===== config.mk =====
export PLATFORM = sky130hd
export DESIGN_NAME = dfsp_ctrl
export DESIGN_NICKNAME = d
export VERILOG_FILES = /design/src/rtl/dfsp_pkg.sv /design/src/rtl/dfsp_ctrl.sv
export SDC_FILE = /design/constraint.sdc
export NUM_CORES = 1
export LEC_CHECK = 0
export BUFFER_PORTS_ARGS = -buffer_cell sky130_fd_sc_hd__buf_2
export CAP_MARGIN = 25
export CORE_AREA = 5 5 141 143
export CTS_CLUSTER_DIAMETER = 30
export DETAILED_ROUTE_END_ITERATION = 7
export DIE_AREA = 0 0 146 148
export GPL_TIMING_DRIVEN = 1
export HOLD_SLACK_MARGIN = 0.02
export SLEW_MARGIN = 25
export SYNTH_ARGS = -nofsm -noshare
export SYNTH_HDL_FRONTEND = slang
export SYNTH_SLANG_ARGS = --single-unit
export TNS_END_PERCENT = 5

===== constraint.sdc =====
create_clock -name clk_i -period 8.65 [get_ports clk_i]
set_input_delay 0.865 -clock clk_i [delete_from_list [all_inputs] [get_ports clk_i]]
set_output_delay 0.865 -clock clk_i [all_outputs]
set_load 0.02 [all_outputs]

===== src/rtl/dfsp_pkg.sv =====
// shared types, constants and the crc step function for the fib service parser
// used by dfsp_ctrl, dfsp_dp and dab_fib_service_parser_top; no dependencies
package dfsp_pkg;

  localparam int MaxServices = 64;
  localparam int MaxResults  = 12;
  localparam int SvcIdxW     = (MaxServices > 1) ? $clog2(MaxServices) : 1;
  localparam int CntW        = $clog2(MaxServices + 1);
  localparam int TxtAw       = SvcIdxW + 1;
  localparam int FibBytes    = 32;
  localparam int CrcBytes    = 30;
  localparam int Fig1Len     = 21;
  localparam int OutW        = 112;
  localparam logic [7:0] EndMarker = 8'hFF;
  localparam logic [4:0] Fig0Ext   = 5'd2;
  localparam logic [5:0] AsctyPlus = 6'h3F;

  typedef enum logic [2:0] {
    EvEnsemble   = 3'd0,
    EvService    = 3'd1,
    EvCrcError   = 3'd2,
    EvMisaligned = 3'd3,
    EvTableFull  = 3'd4
  } event_kind_e;

  typedef enum logic [2:0] {
    EmMisalign,
    EmCrc,
    EmFull,
    EmEns0,
    EmEns1,
    EmSvc0,
    EmSvc1
  } emit_sel_e;

  typedef struct packed {
    logic [2:0]  event_kind;
    logic [15:0] ident;
    logic [5:0]  subchannel;
    logic        dab_plus;
    logic [3:0]  label_charset;
    logic [15:0] short_mask;
    logic [63:0] label_part;
    logic        part_index;
  } item_t;

  typedef struct packed {
    logic               accept;
    logic [4:0]         rd_addr;
    logic               cap_shift;
    logic               key_hi;
    logic               key_lo;
    logic               key_cap;
    logic               cand_load;
    logic               cand_plus;
    logic [CntW-1:0]    idx;
    logic               am_rd;
    logic               lm_rd;
    logic               am_wr;
    logic               lm_wr;
    logic               tm_wr;
    logic               tm_rd;
    logic               tm_hi;
    logic               rep_label;
    logic               rep_t0;
    logic               rep_t1;
    logic               rep_cap;
    logic               rep_audio;
    logic               set_rep;
    logic [SvcIdxW-1:0] rep_idx;
    logic               ens_upd;
    logic               emit;
    emit_sel_e          em_sel;
    logic               finish;
  } cmd_t;

  typedef struct packed {
    logic [7:0]      rd_byte;
    logic            pos_last;
    logic            crc_ok;
    logic            a_match;
    logic            l_match;
    logic [CntW-1:0] audio_cnt;
    logic [CntW-1:0] label_cnt;
    logic            rep_flag;
    logic            ens_diff;
    logic [7:0]      cap_hdr;
    logic            emit_ready;
    logic            fin_ready;
    logic            pend_v;
  } sts_t;

  // one byte of crc-16 ccitt, msb first, polynomial 0x1021
  function automatic logic [15:0] crc_byte(logic [15:0] crc, logic [7:0] data);
    logic [15:0] c;
    c = crc ^ {data, 8'h00};
    for (int b = 0; b < 8; b++) begin
      c = c[15] ? ({c[14:0], 1'b0} ^ 16'h1021) : {c[14:0], 1'b0};
    end
    return c;
  endfunction

endpackage


===== src/rtl/dfsp_ctrl.sv =====
// controller state machine: fib completion, fig walk, table searches, result sequencing
// depends on dfsp_pkg; drives dfsp_dp through cmd_t and reads sts_t
module dfsp_ctrl (
  input  logic          clk_i,
  input  logic          rst_ni,
  input  logic          in_valid_i,
  input  logic          in_last_i,
  output logic          in_ready_o,
  input  dfsp_pkg::sts_t sts_i,
  output dfsp_pkg::cmd_t cmd_o
);

  typedef enum logic [4:0] {
    ST_IDLE, ST_CRC, ST_FIG_HDR, ST_F0_HDR, ST_F0_SVC, ST_F0_SID1, ST_F0_N,
    ST_F0_COMP, ST_F0_COMP1, ST_S_RD, ST_S_CMP, ST_T0, ST_T1, ST_T2,
    ST_F1_CHK, ST_F1_RD, ST_F1_EVAL, ST_F1_W0, ST_F1_W1, ST_EMIT, ST_FIN
  } state_e;

  typedef enum logic [1:0] {P_A0, P_L0, P_L1, P_A1} purp_e;

  state_e                    state_q, state_d, ret_q, ret_d;
  purp_e                     purp_q, purp_d;
  dfsp_pkg::emit_sel_e       em_q, em_d;
  logic [5:0]                off_q, off_d, p_q, p_d, end_q, end_d, pos_q, pos_d;
  logic [4:0]                len_q, len_d, cnt_q, cnt_d;
  logic [3:0]                n_q, n_d;
  logic                      pd_q, pd_d;
  logic [7:0]                b0_q, b0_d;
  logic [dfsp_pkg::CntW-1:0] idx_q, idx_d;
  logic [dfsp_pkg::SvcIdxW-1:0] new_a_q, new_a_d;

  logic [5:0]                p_nxt;
  logic [6:0]                fig_sum;
  logic [dfsp_pkg::CntW-1:0] tbl_cnt;
  logic                      comp_ok;
  logic                      audio_full, label_full;

  assign audio_full = (sts_i.audio_cnt == dfsp_pkg::CntW'(dfsp_pkg::MaxServices));
  assign label_full = (sts_i.label_cnt == dfsp_pkg::CntW'(dfsp_pkg::MaxServices));

  always_comb begin
    state_d = state_q;
    ret_d   = ret_q;
    purp_d  = purp_q;
    em_d    = em_q;
    off_d   = off_q;
    p_d     = p_q;
    end_d   = end_q;
    pos_d   = pos_q;
    len_d   = len_q;
    cnt_d   = cnt_q;
    n_d     = n_q;
    pd_d    = pd_q;
    b0_d    = b0_q;
    idx_d   = idx_q;
    new_a_d = new_a_q;
    in_ready_o = 1'b0;
    cmd_o         = '0;
    cmd_o.idx     = idx_q;
    cmd_o.rep_idx = new_a_q;
    cmd_o.em_sel  = em_q;
    p_nxt   = off_q + 6'd1;
    fig_sum = {1'b0, p_nxt} + {2'b00, sts_i.rd_byte[4:0]};
    tbl_cnt = ((purp_q == P_A0) || (purp_q == P_A1)) ? sts_i.audio_cnt : sts_i.label_cnt;
    comp_ok = 1'b0;

    case (state_q)
      ST_IDLE: begin
        in_ready_o = 1'b1;
        if (in_valid_i) begin
          cmd_o.accept = 1'b1;
          if (sts_i.pos_last) begin
            state_d = ST_CRC;
          end else if (in_last_i) begin
            em_d    = dfsp_pkg::EmMisalign;
            ret_d   = ST_FIN;
            state_d = ST_EMIT;
          end
        end
      end
      ST_CRC: begin
        if (!sts_i.crc_ok) begin
          em_d    = dfsp_pkg::EmCrc;
          ret_d   = ST_FIN;
          state_d = ST_EMIT;
        end else begin
          off_d   = 6'd0;
          state_d = ST_FIG_HDR;
        end
      end
      ST_FIG_HDR: begin
        cmd_o.rd_addr = off_q[4:0];
        if ((off_q >= 6'(dfsp_pkg::CrcBytes)) || (sts_i.rd_byte == dfsp_pkg::EndMarker)) begin
          state_d = ST_FIN;
        end else begin
          p_d   = p_nxt;
          len_d = sts_i.rd_byte[4:0];
          end_d = (fig_sum > 7'(dfsp_pkg::CrcBytes)) ? 6'(dfsp_pkg::CrcBytes) : fig_sum[5:0];
          off_d = fig_sum[5:0];
          if (sts_i.rd_byte[4:0] != 5'd0) begin
            if (sts_i.rd_byte[7:5] == 3'd0) begin
              state_d = ST_F0_HDR;
            end else if (sts_i.rd_byte[7:5] == 3'd1) begin
              state_d = ST_F1_CHK;
            end
          end
        end
      end
      ST_F0_HDR: begin
        cmd_o.rd_addr = p_q[4:0];
        if ((p_q >= end_q) || (sts_i.rd_byte[7:6] != 2'd0) ||
            (sts_i.rd_byte[4:0] != dfsp_pkg::Fig0Ext)) begin
          state_d = ST_FIG_HDR;
        end else begin
          pd_d    = sts_i.rd_byte[5];
          pos_d   = p_q + 6'd1;
          state_d = ST_F0_SVC;
        end
      end
      ST_F0_SVC: begin
        cmd_o.rd_addr = pos_q[4:0];
        if ((pos_q >= end_q) ||
            (({1'b0, pos_q} + (pd_q ? 7'd5 : 7'd3)) > {1'b0, end_q})) begin
          state_d = ST_FIG_HDR;
        end else if (pd_q) begin
          pos_d   = pos_q + 6'd4;
          state_d = ST_F0_N;
        end else begin
          cmd_o.key_hi = 1'b1;
          state_d      = ST_F0_SID1;
        end
      end
      ST_F0_SID1: begin
        cmd_o.rd_addr = pos_q[4:0] + 5'd1;
        cmd_o.key_lo  = 1'b1;
        pos_d         = pos_q + 6'd2;
        state_d       = ST_F0_N;
      end
      ST_F0_N: begin
        cmd_o.rd_addr = pos_q[4:0];
        n_d           = sts_i.rd_byte[3:0];
        pos_d         = pos_q + 6'd1;
        state_d       = ST_F0_COMP;
      end
      ST_F0_COMP: begin
        cmd_o.rd_addr = pos_q[4:0];
        if (n_q == 4'd0) begin
          state_d = ST_F0_SVC;
        end else if (({1'b0, pos_q} + 7'd2) > {1'b0, end_q}) begin
          state_d = ST_FIG_HDR;
        end else begin
          b0_d    = sts_i.rd_byte;
          state_d = ST_F0_COMP1;
        end
      end
      ST_F0_COMP1: begin
        cmd_o.rd_addr = pos_q[4:0] + 5'd1;
        n_d   = n_q - 4'd1;
        pos_d = pos_q + 6'd2;
        // programme audio component: tmid 0, primary, no ca, ascty dab or dab+
        comp_ok = !pd_q && (b0_q[7:6] == 2'd0) && sts_i.rd_byte[1] && !sts_i.rd_byte[0] &&
                  ((b0_q[5:0] == 6'd0) || (b0_q[5:0] == dfsp_pkg::AsctyPlus));
        if (comp_ok) begin
          cmd_o.cand_load = 1'b1;
          cmd_o.cand_plus = (b0_q[5:0] == dfsp_pkg::AsctyPlus);
          purp_d  = P_A0;
          idx_d   = '0;
          state_d = ST_S_RD;
        end else begin
          state_d = ST_F0_COMP;
        end
      end
      ST_S_RD: begin
        if (idx_q == tbl_cnt) begin
          case (purp_q)
            P_A0: begin
              if (audio_full) begin
                em_d    = dfsp_pkg::EmFull;
                ret_d   = ST_F0_COMP;
                state_d = ST_EMIT;
              end else begin
                cmd_o.am_wr = 1'b1;
                new_a_d     = sts_i.audio_cnt[dfsp_pkg::SvcIdxW-1:0];
                purp_d      = P_L0;
                idx_d       = '0;
              end
            end
            P_L0: state_d = ST_F0_COMP;
            P_L1: begin
              if (label_full) begin
                em_d    = dfsp_pkg::EmFull;
                ret_d   = ST_FIG_HDR;
                state_d = ST_EMIT;
              end else begin
                state_d = ST_F1_W0;
              end
            end
            default: state_d = ST_FIG_HDR;
          endcase
        end else begin
          cmd_o.am_rd = (purp_q == P_A0) || (purp_q == P_A1);
          cmd_o.lm_rd = (purp_q == P_L0) || (purp_q == P_L1);
          state_d     = ST_S_CMP;
        end
      end
      ST_S_CMP: begin
        if (cmd_o.idx == idx_q && (((purp_q == P_A0) || (purp_q == P_A1)) ? sts_i.a_match
                                                                           : sts_i.l_match)) begin
          case (purp_q)
            P_A0: state_d = ST_F0_COMP;
            P_L0: begin
              cmd_o.rep_label = 1'b1;
              cmd_o.set_rep   = 1'b1;
              state_d         = ST_T0;
            end
            P_L1: state_d = ST_FIG_HDR;
            default: begin
              if (!sts_i.rep_flag) begin
                cmd_o.set_rep   = 1'b1;
                cmd_o.rep_idx   = idx_q[dfsp_pkg::SvcIdxW-1:0];
                cmd_o.rep_audio = 1'b1;
                em_d            = dfsp_pkg::EmSvc0;
                ret_d           = ST_FIG_HDR;
                state_d         = ST_EMIT;
              end else begin
                state_d = ST_FIG_HDR;
              end
            end
          endcase
        end else begin
          idx_d   = idx_q + dfsp_pkg::CntW'(1);
          state_d = ST_S_RD;
        end
      end
      ST_T0: begin
        cmd_o.tm_rd = 1'b1;
        state_d     = ST_T1;
      end
      ST_T1: begin
        cmd_o.rep_t0 = 1'b1;
        cmd_o.tm_rd  = 1'b1;
        cmd_o.tm_hi  = 1'b1;
        state_d      = ST_T2;
      end
      ST_T2: begin
        cmd_o.rep_t1 = 1'b1;
        em_d         = dfsp_pkg::EmSvc0;
        ret_d        = ST_F0_COMP;
        state_d      = ST_EMIT;
      end
      ST_F1_CHK: begin
        if ((len_q != 5'(dfsp_pkg::Fig1Len)) ||
            (({1'b0, p_q} + 7'(dfsp_pkg::Fig1Len)) > 7'(dfsp_pkg::CrcBytes))) begin
          state_d = ST_FIG_HDR;
        end else begin
          cnt_d   = 5'd0;
          state_d = ST_F1_RD;
        end
      end
      ST_F1_RD: begin
        cmd_o.rd_addr   = p_q[4:0] + cnt_q;
        cmd_o.cap_shift = 1'b1;
        cnt_d           = cnt_q + 5'd1;
        if (cnt_q == 5'(dfsp_pkg::Fig1Len - 1)) begin
          state_d = ST_F1_EVAL;
        end
      end
      ST_F1_EVAL: begin
        if ((sts_i.cap_hdr[2:1] != 2'd0) || sts_i.cap_hdr[3]) begin
          state_d = ST_FIG_HDR;
        end else if (!sts_i.cap_hdr[0]) begin
          if (sts_i.ens_diff) begin
            cmd_o.ens_upd = 1'b1;
            em_d          = dfsp_pkg::EmEns0;
            ret_d         = ST_FIG_HDR;
            state_d       = ST_EMIT;
          end else begin
            state_d = ST_FIG_HDR;
          end
        end else begin
          cmd_o.key_cap = 1'b1;
          cmd_o.rep_cap = 1'b1;
          purp_d        = P_L1;
          idx_d         = '0;
          state_d       = ST_S_RD;
        end
      end
      ST_F1_W0: begin
        cmd_o.tm_wr = 1'b1;
        state_d     = ST_F1_W1;
      end
      ST_F1_W1: begin
        cmd_o.tm_wr = 1'b1;
        cmd_o.tm_hi = 1'b1;
        cmd_o.lm_wr = 1'b1;
        purp_d      = P_A1;
        idx_d       = '0;
        state_d     = ST_S_RD;
      end
      ST_EMIT: begin
        if (sts_i.emit_ready) begin
          cmd_o.emit = 1'b1;
          case (em_q)
            dfsp_pkg::EmEns0: em_d = dfsp_pkg::EmEns1;
            dfsp_pkg::EmSvc0: em_d = dfsp_pkg::EmSvc1;
            default:          state_d = ret_q;
          endcase
        end
      end
      ST_FIN: begin
        if (sts_i.fin_ready) begin
          cmd_o.finish = 1'b1;
          state_d      = ST_IDLE;
        end
      end
      default: state_d = ST_IDLE;
    endcase
  end

  always_ff @(posedge clk_i or negedge rst_ni) begin
    if (!rst_ni) begin
      state_q <= ST_IDLE;
      ret_q   <= ST_IDLE;
      purp_q  <= P_A0;
      em_q    <= dfsp_pkg::EmCrc;
      off_q   <= '0;
      p_q     <= '0;
      end_q   <= '0;
      pos_q   <= '0;
      len_q   <= '0;
      cnt_q   <= '0;
      n_q     <= '0;
      pd_q    <= 1'b0;
      b0_q    <= '0;
      idx_q   <= '0;
      new_a_q <= '0;
    end else begin
      state_q <= state_d;
      ret_q   <= ret_d;
      purp_q  <= purp_d;
      em_q    <= em_d;
      off_q   <= off_d;
      p_q     <= p_d;
      end_q   <= end_d;
      pos_q   <= pos_d;
      len_q   <= len_d;
      cnt_q   <= cnt_d;
      n_q     <= n_d;
      pd_q    <= pd_d;
      b0_q    <= b0_d;
      idx_q   <= idx_d;
      new_a_q <= new_a_d;
    end
  end

endmodule


==> flow_metrics.py, run 1 <==
metrics = {
    "synth": {
        "yosysTopAreaCellShare_pct": 29.0,
        "synth.cell_area_um2": 6290,
        "syn_nets": 857,
        "ys_types": 82,
        "ys_seq_area_share_pct": 29.4,
        "yosys_warnings": 0,
        "synth_top_area_cell": "dfrtp_1",
        "synth-edff-count": 0,
        "ys_ff_latch": 74,
        "syn_avg_cell_area_um2": 8.27,
        "syn_inst": 761,
        "yosys_most_used_dff": "dfrtp_1",
        "async_reset_ff_share_pct": 100,
        "yosys-top-cells-area": "dfrtp_1 (29%), ha_1 (9.9%), nand2_1 (7.8%)",
    },
    "min_path": {
        "worstHoldPathType": "reg -> reg",
        "min_from": "len_q[2]$_DFFE_PN0P_",
    },
    "routing": {
        "detail-route-antenna-nets": 0,
        "route.detailed.drc": 0,
        "vias": 5978,
        "dr.pass1.iters": 5,
        "routed_via_density": 5.61,
        "routedWlPerCell_um": 18.3,
        "finalWirelength_um": 19500,
        "dr.first_iter.drc_count": 491,
    },
    "floorplanning": {
        "dieArea_um2": 21600,
        "die_h_um": 148,
        "core_um2": 18500,
        "start_util_pct": 34.1,
        "rows": 50,
        "dieWidth_um": 146,
        "pin_count": 88,
    },
    "cells_and_area": {
        "final_cell_area_um2": 7200,
        "diodes": 0,
        "n_fill_cell": 1892,
        "drive_gt1_share_pct": 17.5,
        "area_growth_pct": 14.4,
        "fin_nets": 923,
        "utilization_pct": 39.0,
    },
    "sta": {
        "clock.fmax_mhz": 222,
        "rsz0062_at_grt": "no",
        "fin_hold_ws_ns": 0.476,
        "tightest_slew_ns": 0.797,
        "hold_viol": 0,
        "slew_viol_final": 0,
        "slew_headroom_pct": 46.9,
        "setup_viol": 0,
        "finalCritPeriodShare_pct": 52.1,
        "fin_worst_skew_ns": 0.00721,
        "post-route-min-period_ns": 4.50,
        "fin_setup_tns_ns": 0,
    },
    "power": {
        "power_frac_seq_pct": 27.5,
        "pwr-share-comb_pct": 54.3,
        "switchingPower_uw": 1160,
        "power.density_cell_area_nw_per_um2": 342,
        "ir_drop_mv": 0.123,
        "power_uw": 2460,
        "p_int_uw": 1300,
        "pwr-share-clk_pct": 18.2,
        "p_sw_share_pct": 47.1,
        "leakagePower_uw": 0.00345,
    },
    "global_route": {
        "grt_usage_pct": 18.0,
        "grt_max_degree": 75,
        "gr-total-overflow": 0,
        "grt_pass1_wl_um": 31100,
        "grt_pass1_vias": 5694,
        "antenna_found_initial": 0,
    },
    "placed_design": {
        "placed_cell_area_um2": 6840,
        "finalWeightedCongestion": 0.914,
        "portBuffers": 82,
        "hpwl_um": 14900,
    },
    "critical_path": {
        "r2r-start": "pos_q[1]$_DFFE_PN0P_",
        "cp-startpoint": "pos_q[1]$_DFFE_PN0P_",
        "crit_type": "reg -> out",
        "crit_required_ns": 7.79,
        "crit_arrival_ns": 3.64,
        "cp-end-kind": "output pin",
        "critPathMaxFanout": 9,
        "cp-start-kind": "flip-flop",
    },
    "clocking": {
        "cts_root_buf": "clkbuf_16",
        "clockBufferDepth": 2,
        "cts_resized": 0,
        "cts-buffers-inserted": 9,
        "insertion_delay_ns": 0.35,
        "cts_tree": "done",
        "numClockSinks": 74,
        "clk_pin_slew_ns": 0.06,
        "postCtsSetupBuffers": 0,
        "h-tree-depth": 3,
        "cts.hold.buffers_added": 0,
    },
    "outcome": {
        "outcome": "complete, no violations",
    },
    "flow_run": {
        "max_cap_viol_count": 0,
    },
}
[power groups by stage]
stage	Clock (µW)	Combinational [µW]	Sequential, µW
2_1_floorplan	0	1080	565
3_3_place_gp	0	1310	672
3_5_place_dp	0	1320	676
4_1_cts	456	1330	670
5_1_grt	469	1490	696
6_report	448	1340	675
[path summary, 6_finish.rpt]
path / to / slack (ns) / cells after the start
hold reg to reg: len_q[2]$_DFFE_PN0P_ / 0.48 / 2
setup reg to reg: state_q[0]$_DFFE_PN0P_ / 4.93 / 13
max in group asynchronous: end_q[2]$_DFFE_PN0P_ / 7.63 / 1
hold / removal: len_q[2]$_DFFE_PN0P_ / 0.48 / 2
min in group asynchronous: idx_q[2]$_DFFE_PN0P_ / 0.55 / 1
setup / recovery: cmd_o[36] / 4.15 / 12
[through the flow]
step / std cells / worst slack, ns
floorplan: 761 / 5.05
global placement: 1050 / 4.52
detailed placement: 1050 / 4.50
CTS: 1066 / 4.12
global route: 1066 / 3.87
finish: 1066 / 4.15
[metal layers]
| metal | wire [µm] | up-vias | GRT usage, % |
|---|---|---|---|
| li1 | - | 2875 | - |
| met5 | 0 | - | 0 |
| met1 | 9300 | 2883 | 25.3 |
| met2 | 8850 | 187 | 28.5 |
| met3 | 944 | 33 | 2.58 |
| met4 | 396 | 0 | 5.93 |
[kinds of logic (layout without fill, tap and decap cells)]
kind of cell	count (synthesis)	count (layout)	synth area share, %
fa+ha+maj	53	53	10.9
flops	74	74	29.4
buf+inv	73	144	5.39
compound gates	179	179	19.4
xor+xnor	38	38	5.29
simple gates	313	313	24.3
mux	31	31	5.31
[cells in the mapped netlist, drive strengths merged (5+ instances only)]
| cell | n |
|---|---|
| ha | 50 |
| mux2i | 12 |
| mux2 | 19 |
| a211oi | 5 |
| a31oi | 5 |
| a22o | 5 |
| inv | 43 |
| a22oi | 5 |
| a21oi | 37 |
| o31ai | 5 |
| or4 | 5 |
| dfrtp | 73 |
| xor2 | 13 |
| and3 | 5 |
| o22ai | 10 |
| nor3 | 17 |
| or2 | 6 |
| nor2b | 11 |
| nor4 | 10 |
| o211ai | 6 |
| nand3 | 24 |
| buf | 13 |
| xnor2 | 25 |
| or3 | 5 |
| nand2b | 8 |
| clkbuf | 15 |
| o21ai | 51 |
| nor2 | 62 |
| nand2 | 130 |
| nand4 | 8 |
| a21o | 13 |
[registers in the layout (all words and copies together), names as in the netlist]
name	count
b0_q	8
idx_q	7
end_q	6
new_a_q	6
off_q	6
p_q	6
pos_q	6
cnt_q	5
len_q	5
state_q	5
n_q	4
ret_q	4
em_q	3
purp_q	2
pd_q	1
[layout by cell type (no fill, tap or decap), drive strengths merged, types with 6 or more instances in the layout]
cell type	count
xnor2	25
o211ai	6
mux2	19
nor4	10
dfrtp	73
ha	50
or2	6
nor3	17
buf	84
nand2b	8
nor2b	11
a21oi	37
nand2	130
nand4	8
o22ai	10
nand3	24
mux2i	12
o21ai	51
clkbuf	10
a21o	13
nor2	62
xor2	13
inv	43
[critical path, cell delays in order (launching register included)]
cell and delay [ns]:
dfrtp_1 0.57, inv_1 0.17, fa_1 0.45, nor2b_1 0.17
o21ai_0 0.11, xnor2_1 0.17, ha_1 0.31, a21o_1 0.18
a21oi_1 0.14, a21oi_1 0.15, or3_1 0.39, nor2_1 0.24
buf_2 0.22
[cell type report]
cell class | instances | area, µm² | share of cell area (%)
inverters | 44 | 165 | 2.30
multi-input cells | 614 | 4100 | 57.0
well taps | 234 | 293 | 4.07
clock inverters | 6 | 114 | 1.58
flip-flops and latches | 74 | 1850 | 25.8
repair buffers | 84 | 432 | 6.00
clock buffers | 10 | 239 | 3.32
(Power assumes the default switching activity.)
==> inputs of run 2 (changes only) <==
==> constraint.sdc (replaced) <==
create_clock -name clk_i -period 4.3 [get_ports clk_i]
set_input_delay 0.43 -clock clk_i [delete_from_list [all_inputs] [get_ports clk_i]]
set_output_delay 0.43 -clock clk_i [all_outputs]
set_load 0.02 [all_outputs]
==> run 2 against run 1 <==
First-iteration DRC count rose by 0.20%. Power rose by 98%. Count of clock-buffer cells in the layout fell by 1. Flip-flop and latch count did not move. Design area fell by 0.23%. Clock power rose by 77%.
==> flow_metrics.py, run 2 (synthesis gave the netlist of run 1 again) <==
metrics = {
    "global_route": {
        "gr-total-overflow": 0,
        "grt_pass1_wl_um": 31500,
        "antenna_found_initial": 0,
        "grt_max_degree": 75,
        "grt_pass1_vias": 5846,
        "grt_usage_pct": 18.0,
    },
    "power": {
        "ir_drop_mv": 0.276,
        "power.density_cell_area_nw_per_um2": 678,
        "leakagePower_uw": 0.00345,
    },
    "cells_and_area": {
        "drive_gt1_share_pct": 17.9,
        "mostFrequentLayoutCell": "nand2_1",
        "regMostFlops": "b0_q",
        "final_cell_mix": "nand2_1 (130), buf_2 (81), dfrtp_1 (73)",
        "utilization_pct": 38.9,
        "area_growth_pct": 14.1,
        "reg_top3": "b0_q: 8 flops, idx_q: 7 flops",
        "layout.cells.non_filler": 1070,
        "fin_nets": 927,
        "diodes": 0,
        "largest_reg_flops": 8,
    },
    "routing": {
        "routed_via_density": 5.51,
        "detail-route-antenna-nets": 0,
        "dr.pass1.iters": 6,
        "vias": 5892,
        "route.detailed.drc": 0,
        "dr.first_iter.drc_count": 492,
        "finalWirelength_um": 19400,
        "routedWlPerCell_um": 18.1,
    },
    "floorplanning": {
        "die_h_um": 148,
        "pin_count": 88,
        "start_util_pct": 34.1,
        "rows": 50,
        "dieWidth_um": 146,
        "core_um2": 18500,
        "dieArea_um2": 21600,
    },
    "sta": {
        "hold_viol": 0,
        "finalCritPeriodShare_pct": 92.8,
        "fin_setup_tns_ns": 0,
        "post-route-min-period_ns": 3.99,
        "fin_worst_skew_ns": 0.00841,
        "slew_headroom_pct": 47.7,
        "tightest_slew_ns": 0.785,
        "setup_viol": 0,
        "slew_viol_final": 0,
        "fin_hold_ws_ns": 0.0757,
        "clock.fmax_mhz": 251,
        "rsz0062_at_grt": "no",
    },
    "critical_path": {
        "cp.depth": 12,
        "crit_type": "reg -> out",
        "cpMaxStageDelayCell": "dfrtp_1",
        "cp-end-kind": "output pin",
        "rrSetupSlack_ns": 0.62,
        "crit_buf_inv": 2,
        "cp_common_cell": "a21oi_1",
        "critPathMaxFanout": 9,
        "cp-start-kind": "flip-flop",
        "crit_arrival_ns": 3.56,
        "crit_required_ns": 3.87,
        "r2r_cells": 13,
        "cpPeakStageDelay_ns": 0.54,
        "cp_top_family": "simple AND/OR/NAND/NOR gates",
        "cp_cell_sequence": "inv_1, fa_1, nor2b_1, o21ai_0, xnor2_1, ha_1, a21o_1, a21oi_1, a21oi_1, or3_1, nor2_1, buf_2",
    },
    "clocking": {
        "insertion_delay_ns": 0.35,
        "cts_tree": "done",
        "h-tree-depth": 3,
        "clk_pin_slew_ns": 0.07,
        "postCtsSetupBuffers": 0,
        "cts_resized": 0,
        "cts.hold.buffers_added": 0,
        "cts_root_buf": "clkbuf_16",
        "clockBufferDepth": 2,
        "cts-buffers-inserted": 9,
        "numClockSinks": 74,
    },
    "outcome": {
        "outcome": "complete, no violations",
    },
    "placed_design": {
        "finalWeightedCongestion": 0.903,
        "portBuffers": 82,
        "dp_cells": 1054,
        "hpwl_um": 15000,
    },
    "flow_run": {
        "max_cap_viol_count": 0,
    },
    "min_path": {
        "worstHoldPathType": "in -> async",
    },
}
-- run 2: cell types whose count changed in the layout (fill, tap and decap cells not counted) --
cell	before	now
clkinvlp_4	2	1
buf_4	2	6
inv_6	0	4
clkbuf_8	1	0
bufinv_16	3	1
-- run 2: report_power, final --
part	internal, µW	switching (µW)
sequential	928	405
combinational	1130	1610
clock	459	333
total	2520	2350
-- run 2: final cells by class --
cell class                 count  area (µm²)
fill                        1865       11300
multi-input combinational    614        4100
sequential                    74        1850
timing repair buffer          88         462
tap                          234         293
clock buffer                   9         225
inverter                      44         165
clock inverter                 7        81.3
-- run 2: path summary, 6_finish.rpt --
path | startpoint | endpoint
min in group clk_i | sts_i[22] | new_a_q[2]$_DFFE_PN0P_
max in group asynchronous | rst_ni | cnt_q[3]$_DFFE_PN0P_
min reg2reg | len_q[2]$_DFFE_PN0P_ | len_q[2]$_DFFE_PN0P_
min | rst_ni | idx_q[0]$_DFFE_PN0P_
max | pos_q[1]$_DFFE_PN0P_ | cmd_o[36]
max reg2reg | pos_q[1]$_DFFE_PN0P_ | state_q[0]$_DFFE_PN0P_
-- run 2: metal layers --
metal / wire length, µm / GRT usage (%) / up-vias / part of all wire, %
met2: 8850 / 28.3 / 186 / 46
met1: 8940 / 25.1 / 2798 / 46
met4: 437 / 6.49 / 0 / 2.3
li1: - / - / 2873 / -
met3: 1140 / 3.10 / 35 / 5.9
met5: 0 / 0 / - / 0
-- run 2: stage by stage --
step                      worst slack (ns)  instance area [µm²]  total power, µW
after floorplan                       1.07                 6290             3300
after global placement               0.681                 6870             4010
after detailed placement             0.671                 6870             4040
after CTS                            0.301                 7180             4860
after global routing                0.0344                 7180             5280
final                                0.310                 7180             4870
==> inputs of run 3 (changes only) <==
--- a/config.mk
+++ b/config.mk
@@ -8,6 +8,7 @@
 export BUFFER_PORTS_ARGS = -buffer_cell sky130_fd_sc_hd__buf_2
 export CAP_MARGIN = 25
 export CORE_AREA = 5 5 141 143
+export CTS_BUF_LIST = sky130_fd_sc_hd__clkbuf_4 sky130_fd_sc_hd__clkbuf_8
 export CTS_CLUSTER_DIAMETER = 30
 export DETAILED_ROUTE_END_ITERATION = 7
 export DIE_AREA = 0 0 146 148
==> run 3 against run 2 <==
Register-to-register slack improved by 0.03 ns. Critical path type unchanged. Highest routed layer unchanged. Largest power group unchanged. Largest cell class unchanged. Clock skew rose by 0.0068 ns. Final cell count did not move.
==> flow_metrics.py, run 3 (synthesis gave the netlist of run 1 again) <==
metrics = {
    "outcome": {
        "outcome": "complete, no violations",
    },
    "sta": {
        "tightest_slew_ns": 0.798,
        "hold_viol": 0,
        "post-route-min-period_ns": 3.91,
        "fin_worst_skew_ns": 0.0152,
        "rsz0062_at_grt": "no",
        "fin_setup_tns_ns": 0,
        "setup_viol": 0,
        "slew_headroom_pct": 46.8,
        "clock.fmax_mhz": 256,
        "slew_viol_final": 0,
        "fin_hold_ws_ns": 0.0520,
        "finalCritPeriodShare_pct": 91.0,
    },
    "placed_design": {
        "portBuffers": 82,
        "hpwl_um": 15000,
        "placed_cell_area_um2": 6870,
        "finalWeightedCongestion": 0.903,
    },
    "critical_path": {
        "cp_top_family": "simple AND/OR/NAND/NOR gates",
        "cp.depth": 12,
        "crit_end": "cmd_o[36]",
        "critPathMaxFanout": 9,
        "cp-start-kind": "flip-flop",
        "r2r_end": "state_q[0]$_DFFE_PN0P_",
        "cp-end-kind": "output pin",
        "crit_buf_inv": 2,
        "crit_required_ns": 3.87,
        "rrSetupSlack_ns": 0.65,
        "cpPeakStageDelay_ns": 0.48,
        "cpMaxStageDelayCell": "dfrtp_2",
        "cp_common_cell": "a21oi_1",
        "crit_arrival_ns": 3.48,
        "cp_cell_sequence": "inv_1, fa_1, nor2b_1, o21ai_0, xnor2_1, ha_1, a21o_1, a21oi_1, a21oi_1, or3_1, nor2_1, buf_2",
        "crit_type": "reg -> out",
        "r2r_cells": 14,
        "r2r-start": "pd_q$_DFFE_PN0P_",
        "cp-startpoint": "pos_q[1]$_DFFE_PN0P_",
    },
    "floorplanning": {
        "pin_count": 88,
        "die_h_um": 148,
        "rows": 50,
        "start_util_pct": 34.1,
        "dieWidth_um": 146,
        "dieArea_um2": 21600,
        "core_um2": 18500,
    },
    "power": {
        "power_uw": 4650,
        "pwr-share-clk_pct": 12.5,
        "p_sw_share_pct": 49.9,
        "switchingPower_uw": 2320,
        "power_frac_seq_pct": 28.7,
        "leakagePower_uw": 0.00341,
        "power.density_cell_area_nw_per_um2": 657,
        "p_int_uw": 2330,
        "ir_drop_mv": 0.214,
        "pwr-share-comb_pct": 58.8,
    },
    "min_path": {
        "worstHoldPathType": "in -> async",
    },
    "routing": {
        "finalWirelength_um": 19300,
        "routed_via_density": 5.51,
        "dr.first_iter.drc_count": 539,
        "route.detailed.drc": 0,
        "vias": 5901,
        "detail-route-antenna-nets": 0,
        "dr.pass1.iters": 5,
        "routedWlPerCell_um": 18.1,
    },
    "flow_run": {
        "max_cap_viol_count": 0,
    },
    "cells_and_area": {
        "utilization_pct": 38.4,
        "drive_gt1_share_pct": 18.1,
        "mostFrequentLayoutCell": "nand2_1",
        "diodes": 0,
        "final_cell_area_um2": 7080,
        "final_cell_mix": "nand2_1 (130), buf_2 (81), dfrtp_1 (72)",
        "reg_top3": "b0_q: 8 flops, idx_q: 7 flops",
        "area_growth_pct": 12.5,
        "largest_reg_flops": 8,
        "fin_nets": 927,
        "regMostFlops": "b0_q",
        "n_fill_cell": 1879,
    },
    "clocking": {
        "clk_pin_slew_ns": 0.09,
        "h-tree-depth": 3,
        "clockBufferDepth": 2,
        "cts.hold.buffers_added": 0,
        "cts_tree": "done",
        "insertion_delay_ns": 0.37,
        "cts_root_buf": "clkbuf_8",
        "numClockSinks": 74,
        "cts-buffers-inserted": 9,
    },
    "global_route": {
        "grt_usage_pct": 18.0,
        "grt_pass1_vias": 5821,
        "antenna_found_initial": 0,
        "grt_max_degree": 75,
        "grt_pass1_wl_um": 31400,
        "gr-total-overflow": 0,
    },
}
==> run 3: cell count changes in the layout (fill, tap and decap cells not counted) <==
cell | previous run | this run
dfrtp_2 | 0 | 1
dfrtp_1 | 73 | 72
clkbuf_16 | 9 | 0
clkbuf_8 | 0 | 9
==> run 3: power by group through the flow <==
| stage | clock network [µW] | logic [µW] | registers, µW |
|---|---|---|---|
| global route | 634 | 3060 | 1380 |
| global placement | 0 | 2670 | 1330 |
| floorplan | 0 | 2170 | 1140 |
| detailed placement | 0 | 2700 | 1340 |
| finish | 581 | 2740 | 1330 |
| CTS | 602 | 2720 | 1330 |
==> run 3: how the worst min path moves through the flow <==
stage / start / endpoint / depth (start not counted)
2_1_floorplan: rst_ni / b0_q[0]$_DFFE_PN0P_ / 0
4_1_cts: rst_ni / idx_q[0]$_DFFE_PN0P_ / 1
5_1_grt: rst_ni / idx_q[0]$_DFFE_PN0P_ / 1
3_5_place_dp: new_a_q[1]$_DFFE_PN0P_ / new_a_q[1]$_DFFE_PN0P_ / 2
3_3_place_gp: len_q[2]$_DFFE_PN0P_ / len_q[2]$_DFFE_PN0P_ / 2
6_report: rst_ni / idx_q[0]$_DFFE_PN0P_ / 1
==> run 3: area by class of cell <==
class | instances | area [µm²] | share of cell area (%)
clock buffer | 9 | 124 | 1.75
sequential | 74 | 1850 | 26.2
clock inverter | 7 | 81.3 | 1.15
inverter | 44 | 165 | 2.33
multi-input combinational | 614 | 4100 | 57.9
timing repair buffer | 88 | 462 | 6.52
tap | 234 | 293 | 4.14
==> run 3: layer usage <==
| layer | share of wire [%] | routed length (µm) | track usage [%] |
|---|---|---|---|
| met1 | 47 | 9040 | 25.3 |
| met2 | 46 | 8800 | 28.1 |
| met3 | 5.6 | 1080 | 2.97 |
| met4 | 2.1 | 407 | 6.21 |
| met5 | 0 | 0 | 0 |
==> run 3: through the flow <==
stage | worst slack [ns] | cells
2_1_floorplan | 1.07 | 761
3_3_place_gp | 0.681 | 1054
3_5_place_dp | 0.671 | 1054
4_1_cts | 0.261 | 1070
5_1_grt | 0.127 | 1070
6_report | 0.387 | 1070
==> run 3: timing repair <==
action	4_1_cts	5_1_grt
buffers inserted	0	0
endpoints found under the setup margin	0	1
gates resized for setup	0	1
